$ cat config.mk
export PLATFORM = sky130hd
export DESIGN_NAME = fletcher_checksum_mixed_core
export DESIGN_NICKNAME = d
export VERILOG_FILES = /design/src/hw/rtl/fcm_pkg.sv /design/src/hw/rtl/fcm_queue.sv /design/src/hw/rtl/fcm_front.sv /design/src/hw/rtl/fcm_back.sv /design/src/hw/rtl/fletcher_checksum_mixed_core.sv
export VERILOG_INCLUDE_DIRS = /design/src /design/src/hw/rtl
export SDC_FILE = /design/constraint.sdc
export NUM_CORES = 1
export LEC_CHECK = 0
export ABC_AREA = 1
export BUFFER_PORTS_ARGS = -buffer_cell sky130_fd_sc_hd__buf_4
export CORE_ASPECT_RATIO = 1.25
export CORE_UTILIZATION = 55
export DETAILED_ROUTE_END_ITERATION = 8
export GPL_TIMING_DRIVEN = 0
export PLACE_DENSITY = 0.77
export SLEW_MARGIN = 0
export SYNTH_ARGS = -nofsm -noshare
export SYNTH_HDL_FRONTEND = slang
export SYNTH_HIERARCHICAL = 1
export SYNTH_SLANG_ARGS = --single-unit
$ cat constraint.sdc
create_clock -name aclk -period 23.2 [get_ports aclk]
set_input_delay 4.64 -clock aclk [delete_from_list [all_inputs] [get_ports aclk]]
set_output_delay 4.64 -clock aclk [all_outputs]
set_load 0.05 [all_outputs]
$ cat src/hw/rtl/fletcher_checksum_mixed_core_defines.svh
// ----------------------------------------------------------------------------
// Fletcher checksum core: assertion macros
// Shared concurrent assertion forms, clocked on aclk and disabled while reset is low.
// ----------------------------------------------------------------------------
`ifndef FLETCHER_CHECKSUM_MIXED_CORE_DEFINES_SVH
`define FLETCHER_CHECKSUM_MIXED_CORE_DEFINES_SVH

// Same-cycle implication, disabled while reset is asserted
`define FCM_ASSERT_NOW(label, clk, rstn, ante, cons) \
    label: assert property (@(posedge clk) disable iff (!(rstn)) (ante) |-> (cons)) \
        else $error("fletcher core: same-cycle check failed");

// Next-cycle implication, disabled while reset is asserted
`define FCM_ASSERT_NEXT(label, clk, rstn, ante, cons) \
    label: assert property (@(posedge clk) disable iff (!(rstn)) (ante) |=> (cons)) \
        else $error("fletcher core: next-cycle check failed");

`endif

$ cat src/hw/rtl/fcm_pkg.sv
// ----------------------------------------------------------------------------
// Fletcher checksum core package
// Job record, finalizer states and mixing constants shared by the core.
// ----------------------------------------------------------------------------
package fcm_pkg;

    // Default depth of the queue between accumulator and finalizer
    localparam int unsigned QUEUE_DEPTH = 2;

    // Mixing constants
    localparam logic [31:0] STAMP_MULT = 32'h9E37_79B9;
    localparam logic [31:0] MIX_MULT1  = 32'h85EB_CA6B;
    localparam logic [31:0] MIX_MULT2  = 32'hC2B2_AE35;
    localparam int unsigned MIX_SHIFT1 = 13;
    localparam int unsigned MIX_SHIFT2 = 16;

    // One finished message handed to the finalizer
    typedef struct packed {
        logic [31:0] sums;   // {high_sum, low_sum}
        logic [31:0] stamp;
    } fcm_job_t;

    // Finalizer sequencer states
    typedef enum logic [2:0] {
        FCM_IDLE,
        FCM_STAMP,
        FCM_MIX1,
        FCM_MIX2,
        FCM_OUT
    } fcm_state_t;

endpackage

$ cat src/hw/rtl/fcm_queue.sv
// ----------------------------------------------------------------------------
// Fletcher checksum job queue
// Small register FIFO that decouples the accumulator from the finalizer.
// ----------------------------------------------------------------------------
`include "fletcher_checksum_mixed_core_defines.svh"

module fcm_queue #(
    parameter int unsigned DEPTH = fcm_pkg::QUEUE_DEPTH
) (
    input  logic             aclk,
    input  logic             aresetn,
    input  logic             push_valid,
    output logic             push_ready,
    input  fcm_pkg::fcm_job_t push_job,
    output logic             pop_valid,
    input  logic             pop_ready,
    output fcm_pkg::fcm_job_t pop_job
);
    import fcm_pkg::*;

    localparam int unsigned PTR_W = (DEPTH > 1) ? $clog2(DEPTH) : 1;
    localparam int unsigned CNT_W = $clog2(DEPTH + 1);

    fcm_job_t           entry_reg [DEPTH];
    logic [PTR_W-1:0]   wr_ptr_reg, wr_ptr_next;
    logic [PTR_W-1:0]   rd_ptr_reg, rd_ptr_next;
    logic [CNT_W-1:0]   count_reg, count_next;
    logic               push_fire, pop_fire;

    assign push_ready = (count_reg != CNT_W'(DEPTH));
    assign pop_valid  = (count_reg != '0);
    assign pop_job    = entry_reg[rd_ptr_reg];
    assign push_fire  = push_valid && push_ready;
    assign pop_fire   = pop_valid && pop_ready;

    // Pointer and fill count update
    always_comb begin
        wr_ptr_next = wr_ptr_reg;
        rd_ptr_next = rd_ptr_reg;
        count_next  = count_reg;
        if (push_fire) begin
            wr_ptr_next = (wr_ptr_reg == PTR_W'(DEPTH - 1)) ? '0 : wr_ptr_reg + 1'b1;
        end
        if (pop_fire) begin
            rd_ptr_next = (rd_ptr_reg == PTR_W'(DEPTH - 1)) ? '0 : rd_ptr_reg + 1'b1;
        end
        if (push_fire && !pop_fire) begin
            count_next = count_reg + 1'b1;
        end else if (pop_fire && !push_fire) begin
            count_next = count_reg - 1'b1;
        end
    end

    always_ff @(posedge aclk) begin
        if (!aresetn) begin
            wr_ptr_reg <= '0;
            rd_ptr_reg <= '0;
            count_reg  <= '0;
        end else begin
            wr_ptr_reg <= wr_ptr_next;
            rd_ptr_reg <= rd_ptr_next;
            count_reg  <= count_next;
        end
    end

    // Entry storage, no reset needed
    always_ff @(posedge aclk) begin
        if (push_fire) begin
            entry_reg[wr_ptr_reg] <= push_job;
        end
    end

    `FCM_ASSERT_NOW(a_count_bound, aclk, aresetn, 1'b1, count_reg <= CNT_W'(DEPTH))
    `FCM_ASSERT_NEXT(a_pop_only_drains, aclk, aresetn, pop_fire && !push_fire,
        count_reg == $past(count_reg) - 1'b1)
    `FCM_ASSERT_NEXT(a_push_only_fills, aclk, aresetn, push_fire && !pop_fire,
        count_reg == $past(count_reg) + 1'b1)

endmodule

$ cat src/hw/rtl/fcm_front.sv
// ----------------------------------------------------------------------------
// Fletcher checksum accumulator
// Takes at most one word per transaction, keeps the two end-around-carry
// sums and queues a job for the finalizer at the end of each message.
// ----------------------------------------------------------------------------
`include "fletcher_checksum_mixed_core_defines.svh"

module fcm_front (
    input  logic              aclk,
    input  logic              aresetn,
    input  logic              in_valid,
    output logic              in_ready,
    input  logic [15:0]       in_word,
    input  logic              in_word_valid,
    input  logic              in_last,
    input  logic [31:0]       in_stamp,
    output logic              job_valid,
    input  logic              job_ready,
    output fcm_pkg::fcm_job_t job
);
    import fcm_pkg::*;

    logic [15:0] low_sum_reg, low_sum_next;
    logic [15:0] high_sum_reg, high_sum_next;
    logic [16:0] low_raw, high_raw;
    logic [15:0] low_fold, high_fold;
    logic [15:0] low_upd, high_upd;
    logic        accept;

    // Stall everything while the queue is full
    assign in_ready  = job_ready;
    assign accept    = in_valid && in_ready;
    assign job_valid = in_valid && in_last;

    // End-around-carry sums, low sum feeds the high sum
    always_comb begin
        low_raw   = {1'b0, low_sum_reg} + {1'b0, in_word};
        low_fold  = low_raw[15:0] + {15'd0, low_raw[16]};
        low_upd   = in_word_valid ? low_fold : low_sum_reg;
        high_raw  = {1'b0, high_sum_reg} + {1'b0, low_upd};
        high_fold = high_raw[15:0] + {15'd0, high_raw[16]};
        high_upd  = in_word_valid ? high_fold : high_sum_reg;

        job.sums  = {high_upd, low_upd};
        job.stamp = in_stamp;

        low_sum_next  = low_sum_reg;
        high_sum_next = high_sum_reg;
        if (accept) begin
            low_sum_next  = in_last ? 16'd0 : low_upd;
            high_sum_next = in_last ? 16'd0 : high_upd;
        end
    end

    always_ff @(posedge aclk) begin
        if (!aresetn) begin
            low_sum_reg  <= 16'd0;
            high_sum_reg <= 16'd0;
        end else begin
            low_sum_reg  <= low_sum_next;
            high_sum_reg <= high_sum_next;
        end
    end

    `FCM_ASSERT_NEXT(a_clear_after_last, aclk, aresetn, accept && in_last,
        low_sum_reg == 16'd0 && high_sum_reg == 16'd0)
    `FCM_ASSERT_NEXT(a_idle_item_holds, aclk, aresetn, accept && !in_last && !in_word_valid,
        $stable(low_sum_reg) && $stable(high_sum_reg))
    `FCM_ASSERT_NOW(a_fold_in_range, aclk, aresetn, in_word_valid && low_raw[16],
        low_fold != 16'hFFFF || low_raw[15:0] == 16'hFFFE)

endmodule

$ cat src/hw/rtl/fcm_back.sv
// ----------------------------------------------------------------------------
// Fletcher checksum finalizer
// Applies the stamp mix and the two-multiply avalanche to one queued job at
// a time and holds the result in an output register.
// ----------------------------------------------------------------------------
`include "fletcher_checksum_mixed_core_defines.svh"

module fcm_back (
    input  logic              aclk,
    input  logic              aresetn,
    input  logic              job_valid,
    output logic              job_ready,
    input  fcm_pkg::fcm_job_t job,
    output logic              out_valid,
    input  logic              out_ready,
    output logic [31:0]       out_checksum
);
    import fcm_pkg::*;

    fcm_state_t  state_reg, state_next;
    logic [31:0] sums_reg, sums_next;
    logic [31:0] stamp_reg, stamp_next;
    logic [31:0] acc_reg, acc_next;
    logic        out_valid_reg, out_valid_next;
    logic [31:0] out_data_reg, out_data_next;
    logic [31:0] product;
    logic [31:0] mul_a, mul_b;
    logic        out_busy;

    assign out_valid    = out_valid_reg;
    assign out_checksum = out_data_reg;
    assign out_busy     = out_valid_reg && !out_ready;

    // Single shared 32x32 multiplier, low half kept
    assign product = mul_a * mul_b;

    // Sequencer: at most one multiply per step
    always_comb begin
        state_next     = state_reg;
        sums_next      = sums_reg;
        stamp_next     = stamp_reg;
        acc_next       = acc_reg;
        out_data_next  = out_data_reg;
        out_valid_next = out_valid_reg && !out_ready;
        job_ready      = 1'b0;
        mul_a          = stamp_reg;
        mul_b          = STAMP_MULT;
        unique case (state_reg)
            FCM_IDLE: begin
                job_ready = 1'b1;
                if (job_valid) begin
                    sums_next  = job.sums;
                    stamp_next = job.stamp;
                    state_next = FCM_STAMP;
                end
            end
            FCM_STAMP: begin
                acc_next   = sums_reg ^ product;
                state_next = FCM_MIX1;
            end
            FCM_MIX1: begin
                mul_a      = acc_reg;
                mul_b      = MIX_MULT1;
                acc_next   = product;
                state_next = FCM_MIX2;
            end
            FCM_MIX2: begin
                mul_a      = acc_reg ^ (acc_reg >> MIX_SHIFT1);
                mul_b      = MIX_MULT2;
                acc_next   = product;
                state_next = FCM_OUT;
            end
            FCM_OUT: begin
                if (!out_busy) begin
                    out_data_next  = acc_reg ^ (acc_reg >> MIX_SHIFT2);
                    out_valid_next = 1'b1;
                    state_next     = FCM_IDLE;
                end
            end
            default: begin
                state_next = FCM_IDLE;
            end
        endcase
    end

    always_ff @(posedge aclk) begin
        if (!aresetn) begin
            state_reg     <= FCM_IDLE;
            out_valid_reg <= 1'b0;
        end else begin
            state_reg     <= state_next;
            out_valid_reg <= out_valid_next;
        end
    end

    // Datapath registers, no reset needed
    always_ff @(posedge aclk) begin
        sums_reg     <= sums_next;
        stamp_reg    <= stamp_next;
        acc_reg      <= acc_next;
        out_data_reg <= out_data_next;
    end

    `FCM_ASSERT_NEXT(a_out_loads, aclk, aresetn, state_reg == FCM_OUT && !out_busy,
        out_valid_reg && state_reg == FCM_IDLE)
    `FCM_ASSERT_NEXT(a_pop_starts, aclk, aresetn, state_reg == FCM_IDLE && job_valid,
        state_reg == FCM_STAMP)
    `FCM_ASSERT_NOW(a_pop_only_idle, aclk, aresetn, job_ready, state_reg == FCM_IDLE)

endmodule

$ cat src/hw/rtl/fletcher_checksum_mixed_core.sv
// A closing word is pushed into the job queue; the finalizer pops one message
// at a time and runs stamp multiply, two mix multiplies and output load on one
// multiplier. The input takes one word per cycle while the queue has room.
// Input stalls only while the job queue (QUEUE_DEPTH entries) is full.
// Reset: aresetn low for one edge clears both sums, the queue and the output.
// ----------------------------------------------------------------------------
// Fletcher checksum core, top level
// Fletcher-32 style accumulator with stamp mix and a finalizer using the fmix32 constants.
// ----------------------------------------------------------------------------
module fletcher_checksum_mixed_core #(
    parameter int unsigned QUEUE_DEPTH = fcm_pkg::QUEUE_DEPTH
) (
    input  logic        aclk,
    input  logic        aresetn,
    input  logic        s_tvalid,
    output logic        s_tready,
    input  logic [47:0] s_tdata,   // [15:0] word, [47:16] stamp
    input  logic        s_tuser,   // [0] word_valid
    input  logic        s_tlast,
    output logic        m_tvalid,
    input  logic        m_tready,
    output logic [31:0] m_tdata    // [31:0] checksum
);
    import fcm_pkg::*;

    fcm_job_t push_job, pop_job;
    logic     push_valid, push_ready;
    logic     pop_valid, pop_ready;

    // Accumulator
    fcm_front u_front (
        .aclk          (aclk),
        .aresetn       (aresetn),
        .in_valid      (s_tvalid),
        .in_ready      (s_tready),
        .in_word       (s_tdata[15:0]),
        .in_word_valid (s_tuser),
        .in_last       (s_tlast),
        .in_stamp      (s_tdata[47:16]),
        .job_valid     (push_valid),
        .job_ready     (push_ready),
        .job           (push_job)
    );

    // Job queue
    fcm_queue #(
        .DEPTH (QUEUE_DEPTH)
    ) u_queue (
        .aclk       (aclk),
        .aresetn    (aresetn),
        .push_valid (push_valid),
        .push_ready (push_ready),
        .push_job   (push_job),
        .pop_valid  (pop_valid),
        .pop_ready  (pop_ready),
        .pop_job    (pop_job)
    );

    // Finalizer
    fcm_back u_back (
        .aclk         (aclk),
        .aresetn      (aresetn),
        .job_valid    (pop_valid),
        .job_ready    (pop_ready),
        .job          (pop_job),
        .out_valid    (m_tvalid),
        .out_ready    (m_tready),
        .out_checksum (m_tdata)
    );

endmodule

==> results.py <==
metrics = {
    "clocking": {
        "ctsResizeCount": 0,
        "clk_pin_slew_ns": 0.06,
        "cts_tree": "built",
        "numCtsBuffers": 31,
        "root_buffer": "clkbuf_16",
        "worstSkewPairLatency_ns": 0.60,
        "hold_buffers": 0,
        "htree_levels": 1,
        "post_cts_buffers": 0,
        "cts_max_path_buffers": 3,
        "cts.sinks": 297,
    },
    "hold_path": {
        "holdCritPathClass": "flop to flop",
    },
    "timing": {
        "period_needed_ns": 10.83,
        "rsz0062_at_grt": "no",
        "finalMaxSlewViolations": 0,
        "setup_ws_ns": 12.37,
        "fmaxAchievable_mhz": 92.3,
        "setup_viol": 0,
        "fin_skew_ns": 0.0294,
        "slew_headroom_pct": 4.03,
        "tightest_slew_ns": 1.43,
        "post-route-period-util_pct": 46.7,
        "hold_viol": 0,
        "totalNegativeSetupSlack_ns": 0,
    },
    "yosys": {
        "ys_warn_count": 6,
        "synth_cell_types": 54,
        "async_reset_ff_share_pct": 0,
        "synth_fp_nets": 3697,
        "ys_seq_area_share_pct": 29.0,
        "syn_area_per_cell_um2": 9.53,
        "synth_edf_count": 256,
        "ys_ff_latch": 297,
        "synth.area.top_cells": "fa_1 28%, edfxtp_1 26%, inv_1 9.5%, nand2_1 7.7%, ha_1 6.8%",
        "ys.flop_type": "edfxtp_1",
        "syn_inst": 3079,
        "synth.largest_area_cell": "fa_1",
        "yosys-top-cells-count": "743 x inv_1, 602 x nand2_1, 405 x fa_1, 256 x edfxtp_1, 179 x nor2_1",
        "synth_area_mm2": 0.0293,
        "yosysMostFrequentCell": "inv_1",
        "yosys.area.top_type_share_pct": 27.6,
    },
    "final_layout": {
        "post-route-util_pct": 60.4,
        "fillerInstances": 4464,
        "syn_to_final_growth_pct": 8.50,
        "drive_gt1_share_pct": 10.2,
        "regArea_mm2": 0.00851,
        "antenna_cells": 0,
        "multi_input_area_mm2": 0.0174,
        "largest_reg_flops": 128,
        "layout.nets": 3792,
    },
    "die": {
        "die_area_mm2": 0.0543,
        "dieHeight_um": 260,
        "core_mm2": 0.0527,
        "die_x_um": 209,
        "io_pins": 88,
        "start_util_pct": 55.7,
        "rows": 94,
    },
    "critical_path": {
        "rrSetupSlack_ns": 13.04,
        "worstPathArrival_ns": 11.17,
        "critPathCaptureType": "flop",
        "required_ns": 23.54,
        "r2r_start": "u_back/state_reg[0]",
        "path_max_fanout": 4,
        "cpPeakStageDelay_ns": 0.67,
        "cp_common_cell": "nand2_1",
        "startpoint": "s_tdata[0]",
        "r2r_cells": 31,
        "cp-start-kind": "input pin",
        "setup.worst_path.end": "u_queue/entry_reg[0][62]",
        "crit_slowest_cell": "o21ai_0",
        "criticalPathCategory": "input pin to flop",
        "r2r_end": "u_back/acc_reg[27]",
    },
    "global_route": {
        "grt_pass1_wl_um": 128000,
        "grt_remaining_overflow": 0,
        "grt_max_degree": 36,
        "first_global_vias": 20995,
        "antenna_found_initial": 0,
        "grtUsageTotal_pct": 32.8,
    },
    "detailed_routing": {
        "remaining_drc_errors": 0,
        "drt_iter0_drc": 1765,
        "wl_um": 86900,
        "num_vias": 20904,
        "dr.pass1.iters": 9,
        "wl_per_cell_um": 22.5,
        "avgViaCountPerCell": 5.40,
        "antenna_left": 0,
    },
    "placed_design": {
        "hpwl_um": 74100,
        "io_buffers": 54,
        "place_ws_ns": 11.88,
        "place.gp.congestion": 1.02,
    },
    "run_status": {
        "status": "completed",
    },
    "run": {
        "timing.max_cap.violations": 0,
    },
}
[final cells by class]
| type | instances | area share [%] |
|---|---|---|
| Multi-Input combinational cell | 1934 | 54.6 |
| Timing Repair Buffer | 62 | 1.69 |
| Clock buffer | 41 | 2.59 |
| Tap cell | 672 | 2.64 |
| Clock inverter | 16 | 0.825 |
| Sequential cell | 297 | 26.7 |
| Inverter | 760 | 8.96 |
| Buffer | 88 | 1.94 |
[how the worst min path moves through the flow]
stage / slack (ns) / from / end / depth (start not counted)
floorplan: 0.42 / u_back/acc_reg[21] / u_back/out_checksum[21] / 0
global placement: 0.45 / u_back/acc_reg[21] / u_back/out_checksum[21] / 0
detailed placement: 0.46 / u_back/acc_reg[21] / u_back/out_checksum[21] / 0
CTS: 0.47 / u_back/acc_reg[21] / u_back/out_checksum[21] / 0
global route: 0.47 / u_back/acc_reg[21] / u_back/out_checksum[21] / 0
finish: 0.47 / u_back/acc_reg[21] / u_back/out_checksum[21] / 0
[layout by cell type, fill, tap and decap left out, drive strengths merged, types with 2 or more instances in the layout]
cell type and count:
nand3b 4, nand4 23, and2 4, a21boi 8, and3 2, buf 127
a21o 2, nor4 3, edfxtp 256, a21oi 93, nor2 202, o21bai 7
ha 159, inv 765, nor3 17, dfxtp 41, nand3 136, o21ai 50
bufinv 6, nand2 623, clkbuf 64, fa 405, o211ai 4, clkinv 3
a31oi 4, o21a 3, xnor2 44, clkinvlp 2, mux2 64, or2 8
xor2 63
[per-stage QoR]
stage	area [µm²]	hold WS, ns	cells
3_5_place_dp	30800	0.457	3813
2_1_floorplan	29300	0.424	3079
6_report	31800	0.475	3870
5_1_grt	31800	0.474	3870
3_3_place_gp	30600	0.452	3805
4_1_cts	31800	0.471	3870
[worst max-delay path: cells and delay by family]
kind                       cells  cell delay [ns]
buffers and inverters          3             0.23
adders and majority gates      7             1.93
AOI/OAI and AO/OA              6             1.67
and+or+nand+nor               24             2.71
[metal layers]
layer / vias up / global-route usage (%) / wire length (µm)
met1: 10216 / 39.6 / 32300
met3: 236 / 3.47 / 5730
met5: - / 0 / 0
li1: 9559 / - / -
met4: 0 / 19.1 / 6030
met2: 893 / 57.2 / 42800
[cell families after synthesis]
| kind of cell | synth area share, % |
|---|---|
| AO/OA/AOI/OAI | 3.42 |
| XOR/XNOR | 3.25 |
| adder cells (fa/ha/maj) | 34.4 |
| buffers and inverters | 11.8 |
| flip-flops | 29.0 |
| multiplexers | 3.22 |
| other | 0.0128 |
| AND/OR/NAND/NOR | 14.9 |
Power is left out: the tool's default activity adds up to more than one toggle a clock period on the data nets, which glitch-free logic cannot reach.
